<file path="config.mk">
export PLATFORM = sky130hd
export DESIGN_NAME = lsb_first_sixbit_text_encoder
export DESIGN_NICKNAME = d
export VERILOG_FILES = /design/src/sv/lsfe_pkg.sv /design/src/sv/lsfe_front.sv /design/src/sv/lsfe_queue.sv /design/src/sv/lsfe_back.sv /design/src/sv/lsb_first_sixbit_text_encoder.sv
export SDC_FILE = /design/constraint.sdc
export NUM_CORES = 1
export LEC_CHECK = 0
export BUFFER_PORTS_ARGS = -buffer_cell sky130_fd_sc_hd__buf_2
export CORE_ASPECT_RATIO = 0.6
export CORE_UTILIZATION = 40
export DETAILED_ROUTE_END_ITERATION = 6
export GPL_TIMING_DRIVEN = 0
export SLEW_MARGIN = 20
export SYNTH_ARGS = -nofsm -noshare
export SYNTH_HDL_FRONTEND = slang
export SYNTH_SLANG_ARGS = --single-unit
</file>
<file path="constraint.sdc">
create_clock -name clk_i -period 3.8 [get_ports clk_i]
set_input_delay 0.57 -clock clk_i [delete_from_list [all_inputs] [get_ports clk_i]]
set_output_delay 0.57 -clock clk_i [all_outputs]
set_load 0.05 [all_outputs]
</file>
<file path="src/sv/lsfe_pkg.sv">
// ----------------------------------------------------------------------------
// lsfe_pkg: shared types and constants of the six-bit text encoder
// Holds the item structs, the job handed from front to back, the queue
// sizing and the group-to-character mapping.
// ----------------------------------------------------------------------------
`default_nettype none

package lsfe_pkg;

  // Leftover-bit phase codes: no bits, two bits or four bits held.
  localparam logic [1:0] PH_0 = 2'd0;
  localparam logic [1:0] PH_2 = 2'd1;
  localparam logic [1:0] PH_4 = 2'd2;

  // Alphabet boundaries of the six-bit group.
  localparam logic [5:0] GrpUpper = 6'h1a;
  localparam logic [5:0] GrpDigit = 6'h34;
  localparam logic [5:0] GrpLastDigit = 6'h3d;
  localparam logic [5:0] GrpUnderscore = 6'h3e;
  localparam logic [5:0] GrpDash = 6'h3f;

  // ASCII anchors of the alphabet.
  localparam logic [7:0] AsciiLowerA = 8'h61;
  localparam logic [7:0] AsciiUpperA = 8'h41;
  localparam logic [7:0] AsciiZero = 8'h30;
  localparam logic [7:0] AsciiUnderscore = 8'h5f;
  localparam logic [7:0] AsciiDash = 8'h2d;

  // Job queue sizing.
  localparam int unsigned QDepth = 2;
  localparam int unsigned QPtrW = $clog2(QDepth);
  localparam int unsigned QCntW = $clog2(QDepth + 1);

  typedef struct packed {
    logic [7:0] in_byte;
    logic       in_last;
  } lsfe_in_t;

  typedef struct packed {
    logic [7:0] out_char;
    logic       out_last;
  } lsfe_out_t;

  // One accepted byte as a list of one to three groups.
  typedef struct packed {
    logic [1:0]      cnt;   // number of groups, 1 to 3
    logic [2:0][5:0] grp;   // groups in emit order, grp[0] first
    logic            last;  // the final group ends the string
  } lsfe_job_t;

  // Head of the job queue as seen by the back end.
  typedef struct packed {
    logic      valid;
    lsfe_job_t job;
  } lsfe_head_t;

  // Map a six-bit group to its ASCII character.
  function automatic logic [7:0] sixbit_char(input logic [5:0] g);
    logic [7:0] g8;
    g8 = {2'b00, g};
    if (g < GrpUpper) begin
      return AsciiLowerA + g8;
    end else if (g < GrpDigit) begin
      return g8 - {2'b00, GrpUpper} + AsciiUpperA;
    end else if (g <= GrpLastDigit) begin
      return g8 - {2'b00, GrpDigit} + AsciiZero;
    end else if (g == GrpUnderscore) begin
      return AsciiUnderscore;
    end else begin
      return AsciiDash;
    end
  endfunction

endpackage

`default_nettype wire

</file>
<file path="src/sv/lsfe_front.sv">
// ----------------------------------------------------------------------------
// lsfe_front: byte intake and group splitting
// Accepts bytes, merges them with the leftover bits and emits one job of
// one to three six-bit groups per byte into the job queue.
// ----------------------------------------------------------------------------
`default_nettype none

module lsfe_front import lsfe_pkg::*; (
  input  wire logic      clk_i,
  input  wire logic      rst_ni,
  input  wire logic      in_valid_i,
  output logic           in_ready_o,
  input  wire lsfe_in_t  in_i,
  input  wire logic      q_full_i,
  output logic           q_push_o,
  output lsfe_job_t      q_job_o
);

  logic [1:0] phase_q, phase_d;
  logic [3:0] carry_q, carry_d;
  logic [1:0] phase_n;
  logic [3:0] carry_n;
  logic [5:0] tail_grp;
  logic [7:0] b;

  assign b = in_i.in_byte;
  assign in_ready_o = !q_full_i;
  assign q_push_o = in_valid_i && in_ready_o;

  // Split the byte by the current phase, then append the closing group.
  always_comb begin
    q_job_o = '0;
    phase_n = PH_0;
    carry_n = '0;
    unique case (phase_q)
      PH_2: begin
        q_job_o.grp[0] = {b[3:0], carry_q[1:0]};
        q_job_o.cnt = 2'd1;
        carry_n = b[7:4];
        phase_n = PH_4;
      end
      PH_4: begin
        q_job_o.grp[0] = {b[1:0], carry_q};
        q_job_o.grp[1] = b[7:2];
        q_job_o.cnt = 2'd2;
        carry_n = '0;
        phase_n = PH_0;
      end
      default: begin
        q_job_o.grp[0] = b[5:0];
        q_job_o.cnt = 2'd1;
        carry_n = {2'b00, b[7:6]};
        phase_n = PH_2;
      end
    endcase

    // Leftover bits close the string, or a pad group of zero.
    tail_grp = (phase_n != PH_0) ? {2'b00, carry_n} : '0;
    phase_d = phase_n;
    carry_d = carry_n;
    if (in_i.in_last) begin
      if (q_job_o.cnt == 2'd1) begin
        q_job_o.grp[1] = tail_grp;
      end else begin
        q_job_o.grp[2] = tail_grp;
      end
      q_job_o.cnt = q_job_o.cnt + 2'd1;
      q_job_o.last = 1'b1;
      phase_d = PH_0;
      carry_d = '0;
    end
  end

  // Leftover state advances with each accepted item.
  always_ff @(posedge clk_i or negedge rst_ni) begin
    if (!rst_ni) begin
      phase_q <= PH_0;
      carry_q <= '0;
    end else if (q_push_o) begin
      phase_q <= phase_d;
      carry_q <= carry_d;
    end
  end

  // A final byte always leaves the block with no leftover bits.
  a_last_clears: assert property (@(posedge clk_i) disable iff (!rst_ni)
    q_push_o && in_i.in_last |=> phase_q == PH_0 && carry_q == '0)
    else $error("leftover state not cleared after final byte");

endmodule

`default_nettype wire

</file>
<file path="src/sv/lsfe_queue.sv">
// ----------------------------------------------------------------------------
// lsfe_queue: job queue between front and back
// A small register FIFO that lets the intake and the character output
// stall independently.
// ----------------------------------------------------------------------------
`default_nettype none

module lsfe_queue import lsfe_pkg::*; (
  input  wire logic       clk_i,
  input  wire logic       rst_ni,
  input  wire logic       push_i,
  input  wire lsfe_job_t  job_i,
  output logic            full_o,
  input  wire logic       pop_i,
  output lsfe_head_t      head_o
);

  lsfe_job_t               mem_q [QDepth];
  logic [QPtrW-1:0]        wr_ptr_q, rd_ptr_q;
  logic [QCntW-1:0]        cnt_q;

  assign full_o = (cnt_q == QCntW'(QDepth));
  assign head_o.valid = (cnt_q != '0);
  assign head_o.job = mem_q[rd_ptr_q];

  // Entry storage, written at the tail.
  always_ff @(posedge clk_i) begin
    if (push_i) begin
      mem_q[wr_ptr_q] <= job_i;
    end
  end

  // Pointers and fill count.
  always_ff @(posedge clk_i or negedge rst_ni) begin
    if (!rst_ni) begin
      wr_ptr_q <= '0;
      rd_ptr_q <= '0;
      cnt_q <= '0;
    end else begin
      if (push_i) begin
        wr_ptr_q <= (wr_ptr_q == QPtrW'(QDepth - 1)) ? '0 : wr_ptr_q + 1'b1;
      end
      if (pop_i) begin
        rd_ptr_q <= (rd_ptr_q == QPtrW'(QDepth - 1)) ? '0 : rd_ptr_q + 1'b1;
      end
      cnt_q <= cnt_q + QCntW'(push_i) - QCntW'(pop_i);
    end
  end

  // The front never writes a full queue and the back never reads an empty one.
  a_no_overflow: assert property (@(posedge clk_i) disable iff (!rst_ni)
    !(push_i && full_o) && !(pop_i && !head_o.valid))
    else $error("job queue overflow or underflow");

endmodule

`default_nettype wire

</file>
<file path="src/sv/lsfe_back.sv">
// ----------------------------------------------------------------------------
// lsfe_back: character output sequencer
// Walks the groups of the job at the queue head, maps each to its
// character and presents one item per cycle from an output register while
// a job waits at the queue head and the output is ready.
`default_nettype none

module lsfe_back import lsfe_pkg::*; (
  input  wire logic        clk_i,
  input  wire logic        rst_ni,
  input  wire lsfe_head_t  head_i,
  output logic             pop_o,
  output logic             out_valid_o,
  input  wire logic        out_ready_i,
  output lsfe_out_t        out_o
);

  logic [1:0] idx_q;
  logic       out_valid_q;
  lsfe_out_t  out_q;
  logic       load;
  logic       final_grp;

  assign out_valid_o = out_valid_q;
  assign out_o = out_q;

  // The output register takes a new item when empty or being drained.
  assign load = head_i.valid && (!out_valid_q || out_ready_i);
  assign final_grp = (idx_q == head_i.job.cnt - 2'd1);
  assign pop_o = load && final_grp;

  // Group index within the head job.
  always_ff @(posedge clk_i or negedge rst_ni) begin
    if (!rst_ni) begin
      idx_q <= '0;
      out_valid_q <= 1'b0;
    end else begin
      if (load) begin
        idx_q <= final_grp ? '0 : idx_q + 2'd1;
      end
      if (load) begin
        out_valid_q <= 1'b1;
      end else if (out_ready_i) begin
        out_valid_q <= 1'b0;
      end
    end
  end

  // Output payload.
  always_ff @(posedge clk_i) begin
    if (load) begin
      out_q.out_char <= sixbit_char(head_i.job.grp[idx_q]);
      out_q.out_last <= head_i.job.last && final_grp;
    end
  end

  // The index never runs past the groups of the head job.
  a_idx_in_range: assert property (@(posedge clk_i) disable iff (!rst_ni)
    head_i.valid |-> idx_q < head_i.job.cnt)
    else $error("group index beyond job length");

  // A job leaves the queue only together with its final group.
  a_pop_final: assert property (@(posedge clk_i) disable iff (!rst_ni)
    pop_o |=> idx_q == '0)
    else $error("group index not rewound after pop");

endmodule

`default_nettype wire

</file>
<file path="src/sv/lsb_first_sixbit_text_encoder.sv">
// A byte is registered in the job queue and then in the output register
// before its first character is valid. One character per cycle goes out while
// ready with a job waiting; one to three per byte, four per three on average.
// A two-entry job queue lets bytes be taken while characters still drain.
// Reset (rst_ni low, asynchronous) clears the leftover bits, the queue and
// the output valid; no clearing pass is needed.
// ----------------------------------------------------------------------------
// lsb_first_sixbit_text_encoder: LSB-first six-bit text encoder top level
// Packs bytes LSB first into six-bit groups and sends each as a character
// of a URL-style alphabet, with a closing character per string.
// ----------------------------------------------------------------------------
`default_nettype none

module lsb_first_sixbit_text_encoder import lsfe_pkg::*; (
  input  wire logic      clk_i,
  input  wire logic      rst_ni,
  input  wire logic      in_valid_i,
  output logic           in_ready_o,
  input  wire lsfe_in_t  in_i,
  output logic           out_valid_o,
  input  wire logic      out_ready_i,
  output lsfe_out_t      out_o
);

  logic       q_full;
  logic       q_push;
  logic       q_pop;
  lsfe_job_t  q_job;
  lsfe_head_t q_head;

  // Intake and group splitting.
  lsfe_front u_front (
    .clk_i      (clk_i),
    .rst_ni     (rst_ni),
    .in_valid_i (in_valid_i),
    .in_ready_o (in_ready_o),
    .in_i       (in_i),
    .q_full_i   (q_full),
    .q_push_o   (q_push),
    .q_job_o    (q_job)
  );

  // Job queue.
  lsfe_queue u_queue (
    .clk_i  (clk_i),
    .rst_ni (rst_ni),
    .push_i (q_push),
    .job_i  (q_job),
    .full_o (q_full),
    .pop_i  (q_pop),
    .head_o (q_head)
  );

  // Character output.
  lsfe_back u_back (
    .clk_i       (clk_i),
    .rst_ni      (rst_ni),
    .head_i      (q_head),
    .pop_o       (q_pop),
    .out_valid_o (out_valid_o),
    .out_ready_i (out_ready_i),
    .out_o       (out_o)
  );

endmodule

`default_nettype wire
</file>
==> flow_summary.ini, run 1 <==
[final_layout]
final_core_utilization_pct = 50.0
diodes = 0
syn_to_final_growth_pct = 19.3
num-fill-cells = 670
seqCellArea_mm2 = 0.00174
multiInputGateArea_mm2 = 0.00126
drive_above_1_share_pct = 22.3
finish.net_count = 323
final_cell_mix = 47 x edfxtp_1, 35 x nand2_1, 24 x buf_2
layout_commonest_cell = edfxtp_1

[timing]
max_slew_margin_pct = 37.5
slew_violations = 0
worst_slew_pin_slew_ns = 0.937
finalSetupViolations = 0
fin_tns_setup_ns = 0
clock_skew_ns = 0.00944
timing.final.crit_period_ns = 3.25
fmax_ghz = 0.307
period_share_pct = 85.6
hold_viol_final = 0
rsz0062_at_grt = false

[route]
vias_per_cell = 4.98
drt_iter0_drc = 91
avgRoutedWirePerCell_um = 15.4
drt_pass1_iterations = 4
vias = 2010
ant_nets = 0
drt_wl_total_um = 6220
drc = 0

[synthesis]
synth.yosys.seq_area_share_pct = 56.1
syn_inst = 253
synth_cell_types = 53
async_reset_ff_share_pct = 21.7
avgSynthCellArea_um2 = 12.2
ys.flop_type = edfxtp_1
syn_area_mm2 = 0.00310
yosys.area.top_type = edfxtp_1
synthTopCellsByArea = edfxtp_1 46%, dfrtp_1 11%, ha_1 6.1%
synth_edf_count = 47
yosysTopAreaCellShare_pct = 45.6
synth_warnings = 0
ys_ff_latch = 60

[clock_tree]
cts.clk_slew.worst_paths_ns = 0.06
numCtsBuffers = 9
root_buffer = clkbuf_16
clkSinkCount = 60
ctsHoldBuffers = 0
cts_resized = 0
postCtsSetupRepairBufs = 0
cts_buffer_depth = 2
h-tree-depth = 3
cts_tree = done
clk-insertion-delay-late_ns = 0.33

[global_routing]
grt_pass1_wl_um = 10400
track_usage_pct = 17.7
global_route.overflow_total = 0
antenna_found_initial = 0
grt_pass1_vias = 1962
grt_max_degree = 20

[run]
max_cap_violations = 0

[floorplanning]
core-area_mm2 = 0.00739
std_cell_rows = 24
num_io_pins = 24
die_area_mm2 = 0.00811
start_util_pct = 41.9
die_w_um = 116
fp.dieH_um = 70.2

[setup_path]
start_kind = flip-flop
crit_type = flip-flop to flip-flop
critPathMaxFanout = 10
cp.arrival_ns = 3.31
required_ns = 3.86
end_kind = flip-flop

[min_path]
hold_class = input port to async pin

[place]
portBuffers = 23
hpwlAfterDp_um = 4550
place.gp.congestion = 0.876

[outcome]
outcome = finished, final reports clean
-- state kept, by name, summed over array words and instances (netlist names) --
signal and count:
u_queue.wr_ptr_q 1, u_front.carry_q 4, u_back.out_o 9, u_queue.mem_q 38
u_queue.cnt_q 2, u_queue.rd_ptr_q 1, u_front.phase_q 2, u_back.out_valid_o 1
u_back.idx_q 2
-- cells by family after synthesis --
| family | synth area share (%) |
|---|---|
| simple gates | 10.3 |
| mux | 7.31 |
| fa+ha+maj | 6.06 |
| other cells | 0.121 |
| compound gates | 12.5 |
| flops | 56.1 |
| xor+xnor | 3.39 |
| buf+inv | 4.28 |
-- cells in the mapped netlist, types with 4 or more instances --
master    count
o21ai_0      16
dfrtp_1      13
mux2_2        4
ha_1         15
xnor2_1       9
nor2_1       11
mux2i_1       5
a21oi_1       8
nand2_1      35
mux4_2        4
o31ai_1       6
a22oi_1       4
edfxtp_1     47
inv_1        16
clkbuf_1      7
-- per-stage QoR --
step | hold slack, ns | std cells | setup slack, ns | instance area, µm²
global route | 0.148 | 404 | 0.272 | 3690
CTS | 0.140 | 404 | 0.587 | 3690
floorplan | 0.274 | 260 | 1.05 | 3120
finish | 0.133 | 404 | 0.548 | 3690
global placement | 0.455 | 387 | 0.617 | 3370
detailed placement | 0.462 | 388 | 0.615 | 3390
-- final timing paths --
| check | startpoint | to | slack, ns | cells after the start |
|---|---|---|---|---|
| max in group asynchronous | rst_ni | u_back.idx_q[0] | 3.42 | 1 |
| worst min register to register | u_front.carry_q[0] | u_front.carry_q[0] | 0.49 | 2 |
| min in group clk_i | u_front.carry_q[0] | u_front.carry_q[0] | 0.49 | 2 |
| worst max-delay path | u_back.idx_q[0] | u_back.out_o[6] | 0.55 | 11 |
| worst min-delay path | rst_ni | u_back.idx_q[1] | 0.13 | 1 |
| worst max register to register | u_back.idx_q[0] | u_back.out_o[6] | 0.55 | 11 |
-- cell type report --
class	count	share of cell area (%)
sequential	60	47.0
clock buffer	10	6.20
clock inverter	6	2.13
tap	104	3.52
timing repair buffer	24	3.52
multi-input combinational	171	34.0
inverter	18	1.83
buffer	11	1.76
-- routing by layer --
layer	track usage, %	wire (µm)	vias to the layer above
met5	0	0	-
li1	-	-	993
met4	5.41	65	0
met3	6.51	347	8
met1	26.6	3340	959
met2	23.4	2470	50
-- worst max-delay path, stage by stage (launching register included) --
cell	delay (ns)
dfrtp_1	0.36
clkbuf_1	0.22
clkbuf_1	0.26
nor3_1	0.32
a21o_1	0.23
inv_1	0.13
ha_1	0.26
or3b_1	0.37
a21oi_1	0.29
buf_2	0.29
o311a_1	0.22
nor3_2	0.04
Power of run 1 is not shown: default switching activity piles up to over one toggle a cycle in this logic, so the estimate is an artifact.
==> inputs of run 2 (changes only) <==
CORE_MARGIN = 1.5   (was unset)
CORE_UTILIZATION = 34   (was 40)
==> flow_summary.ini, run 2 (synthesized netlist as in run 1, its figures left out) <==
[setup_path]
end_kind = flip-flop
r2r-start = u_back.idx_q[0]
cp.arrival_ns = 3.28
cpPeakStageDelay_ns = 0.37
crit_buf_inv = 4
crit_chain = clkbuf_1 -> clkbuf_1 -> nor3_1 -> a21o_1 -> inv_1 -> ha_1 -> or3b_1 -> a21oi_1 -> buf_2 -> o311a_1 -> nor3_2
r2r_end = u_back.out_o[6]
r2r_slack_ns = 0.58
critPathTopFamily = buffers and inverters
required_ns = 3.86
critPathMaxFanout = 10
start_kind = flip-flop
critPathMostFrequentCell = clkbuf_1
r2r_cells = 11
crit_type = flip-flop to flip-flop
slowest_stage = or3b_1

[timing]
timing.final.crit_period_ns = 3.22
max_slew_margin_pct = 37.2
rsz0062_at_grt = false
hold_viol_final = 0
period_share_pct = 84.8
worst_slew_pin_slew_ns = 0.941
slew_violations = 0
fmax_ghz = 0.310
fin_tns_setup_ns = 0
finalSetupViolations = 0
clock_skew_ns = 0.00822

[global_routing]
antenna_found_initial = 0
grt_pass1_wl_um = 10300
grt_pass1_vias = 1955
track_usage_pct = 14.2
global_route.overflow_total = 0
grt_max_degree = 20

[clock_tree]
numCtsBuffers = 9
h-tree-depth = 3
ctsHoldBuffers = 0
cts_resized = 0
postCtsSetupRepairBufs = 0
clk-insertion-delay-late_ns = 0.33
cts_tree = done
cts_buffer_depth = 2
cts.clk_slew.worst_paths_ns = 0.05
clkSinkCount = 60
root_buffer = clkbuf_16

[route]
avgRoutedWirePerCell_um = 15.2
vias = 2010
drt_iter0_drc = 146
ant_nets = 0
drc = 0
drt_wl_total_um = 6270
vias_per_cell = 4.88
drt_pass1_iterations = 4

[final_layout]
diodes = 0
drive_above_1_share_pct = 22.7
finish.net_count = 323
layoutNonFillerInstCount = 412
final_cell_mix = 47 x edfxtp_1, 35 x nand2_1, 24 x buf_2
largest_reg_flops = 38
top_register = u_queue.mem_q
syn_to_final_growth_pct = 20.6
layout_commonest_cell = edfxtp_1

[floorplanning]
fp.dieH_um = 76.9
start_util_pct = 35.7
num_io_pins = 24
std_cell_rows = 26
core-area_mm2 = 0.00869
die_w_um = 126
die_area_mm2 = 0.00971

[place]
placedCellCount = 396
place.gp.congestion = 0.847
hpwlAfterDp_um = 4690
portBuffers = 23

[run]
max_cap_violations = 0

[outcome]
outcome = finished, final reports clean

[min_path]
hold_class = input port to async pin
## run 2: how the worst max path moves through the flow
| stage | start | endpoint | slack (ns) | cells past startpoint |
|---|---|---|---|---|
| floorplan | u_back.idx_q[0] | u_back.out_o[6] | 1.05 | 11 |
| global placement | u_back.idx_q[0] | u_back.out_o[6] | 0.63 | 11 |
| detailed placement | u_back.idx_q[0] | u_back.out_o[6] | 0.59 | 11 |
| CTS | u_back.idx_q[0] | u_back.out_o[6] | 0.58 | 11 |
| global route | u_back.idx_q[0] | u_back.out_o[6] | 0.35 | 11 |
| finish | u_back.idx_q[0] | u_back.out_o[6] | 0.58 | 11 |
## run 2: metal layers
metal	vias to the layer above	wire length, µm	global-route usage, %
met5	-	0	0
met4	0	87	5.29
met3	8	371	4.68
met2	55	2410	18.0
met1	953	3400	22.0
li1	994	-	-
## run 2: per-stage QoR
| step | utilization (%) | setup WS, ns | instance area, µm² | hold WS [ns] |
|---|---|---|---|---|
| CTS | 43.0 | 0.577 | 3740 | 0.136 |
| floorplan | - | 1.05 | 3120 | 0.274 |
| finish | 43.0 | 0.577 | 3740 | 0.132 |
| global route | 43.0 | 0.349 | 3740 | 0.142 |
| detailed placement | 39.1 | 0.593 | 3390 | 0.469 |
| global placement | 38.9 | 0.632 | 3380 | 0.462 |
## run 2: area by class of cell
| cell class | instances | area [µm²] |
|---|---|---|
| multi-input cells | 171 | 1260 |
| clock inverters | 5 | 100 |
| repair buffers | 24 | 126 |
| plain buffers | 11 | 65.1 |
| clock buffers | 11 | 243 |
| well taps | 112 | 140 |
| flip-flops and latches | 60 | 1740 |
| fillers | 813 | 4950 |
| inverters | 18 | 67.6 |
## run 2: worst reg2reg max path, delay by kind of cell, from the launching register on
kind	cells	cell delay, ns
AO/OA/AOI/OAI	3	0.72
adder cells (fa/ha/maj)	1	0.25
buffers and inverters	4	0.90
flip-flops	1	0.36
AND/OR/NAND/NOR	3	0.72
Power of run 2 is left out for the same reason.
==> inputs of run 3 (changes only) <==
clock period = 2.9 ns   (was 3.8 ns; I/O delays follow)
==> flow_summary.ini, run 3 (synthesized netlist as in run 1, its figures left out) <==
[timing]
timing.final.crit_period_ns = 2.78
clock_skew_ns = 0.00828
hold_viol_final = 11
slew_violations = 0
layout_setup_ws_ns = 0.119
whs_ns = -0.00364
max_slew_margin_pct = 38.1
worst_slew_pin_slew_ns = 0.928
fmax_ghz = 0.360
period_share_pct = 95.9
finalSetupViolations = 0

[final_layout]
final_cell_mix = 47 x edfxtp_1, 34 x nand2_1, 23 x buf_2
layout_commonest_cell = edfxtp_1
layoutNonFillerInstCount = 415
largest_reg_flops = 38
diodes = 0
syn_to_final_growth_pct = 23.1
top_register = u_queue.mem_q
drive_above_1_share_pct = 26.4
finish.net_count = 326

[floorplanning]
start_util_pct = 35.7
std_cell_rows = 26
fp.dieH_um = 76.9
num_io_pins = 24
core-area_mm2 = 0.00869
die_area_mm2 = 0.00971
die_w_um = 126

[run]
max_cap_violations = 0

[clock_tree]
clkSinkCount = 60
cts_tree = done
cts_buffer_depth = 2
ctsHoldBuffers = 0
h-tree-depth = 3
numCtsBuffers = 9
clk-insertion-delay-late_ns = 0.33
root_buffer = clkbuf_16
cts.clk_slew.worst_paths_ns = 0.05

[route]
avgRoutedWirePerCell_um = 15.4
drc = 0
drt_wl_total_um = 6370
vias = 2017
vias_per_cell = 4.86
drt_iter0_drc = 111
drt_pass1_iterations = 5
ant_nets = 0

[setup_path]
r2r_end = u_back.out_o[7]
r2r_slack_ns = 0.12
end_kind = flip-flop
crit_type = flip-flop to flip-flop
slowest_stage = mux4_2
critPathTopFamily = compound AO/OA/AOI/OAI gates
r2r-start = u_queue.rd_ptr_q
required_ns = 3.07
cpPeakStageDelay_ns = 0.53
crit_buf_inv = 3
critPathMostFrequentCell = a21oi_1
r2r_cells = 12
crit_chain = buf_6 -> buf_12 -> mux4_2 -> a22oi_4 -> inv_2 -> ha_1 -> nor2_2 -> and2_4 -> nand2_2 -> a311oi_2 -> a21oi_1 -> a21oi_1
start_kind = flip-flop
critPathMaxFanout = 10
cp.arrival_ns = 2.95

[global_routing]
antenna_found_initial = 0
global_route.overflow_total = 0
track_usage_pct = 14.3
busiest_layer = met1
grt_pass1_wl_um = 10300
grt_pass1_vias = 1973
gr-usage-met1_pct = 21.8
gr-usage-met3_pct = 4.75
grt_max_degree = 20
met2_usage_pct = 18.1

[place]
pre_cts_ws_ns = -0.307
hpwlAfterDp_um = 4690
portBuffers = 23
place.gp.congestion = 0.847
placedCellCount = 396

[min_path]
hold_class = input port to async pin

[outcome]
outcome = finished with violations
violations = hold timing
-- run 3: changes by cell type in the layout (fill, tap and decap cells not counted), sizes merged --
cell and change:
buf +4, clkbuf -1, clkinv -1, clkinvlp +1
-- run 3: worst max-delay path by stage --
stage                      from         endpoint  cells after the start
4_1_cts        u_queue.rd_ptr_q  u_back.out_o[7]                     12
3_5_place_dp    u_back.idx_q[0]  u_back.out_o[6]                     11
2_1_floorplan   u_back.idx_q[0]  u_back.out_o[6]                     11
3_3_place_gp    u_back.idx_q[0]  u_back.out_o[6]                     11
6_report       u_queue.rd_ptr_q  u_back.out_o[7]                     12
5_1_grt        u_queue.rd_ptr_q  u_back.out_o[7]                     12
-- run 3: final cells by class --
type / count / area (µm²)
buffer: 10 / 80.1
clock buffer: 11 / 243
clock inverter: 5 / 100
fill: 811 / 4870
inverter: 18 / 71.3
multi-input combinational: 171 / 1290
sequential: 60 / 1740
tap: 112 / 140
timing repair buffer: 28 / 156
-- run 3: metal layers --
metal | vias to the layer above | wire length, µm
met2 | 49 | 2430
met4 | 0 | 104
met3 | 9 | 277
met5 | - | 0
li1 | 1001 | -
met1 | 958 | 3560
-- run 3: through the flow --
| step | hold WS (ns) | instance area [µm²] | setup TNS, ns | util, % |
|---|---|---|---|---|
| after floorplan | 0.139 | 3120 | 0 | - |
| after CTS | 0.00114 | 3780 | 0 | 43.5 |
| final | -0.00364 | 3810 | 0 | 43.9 |
| after global routing | 0.00739 | 3810 | -0.0120 | 43.9 |
| after global placement | 0.352 | 3380 | -0.919 | 38.9 |
| after detailed placement | 0.350 | 3390 | -1.21 | 39.1 |
-- run 3: repair_timing --
item	4_1_cts	5_1_grt
hold endpoints to repair	0	0
buffers inserted	2	2
pin swaps	2	1
setup endpoints to repair	6	4
gates resized for setup	8	7
Power of run 3 is left out for the same reason.
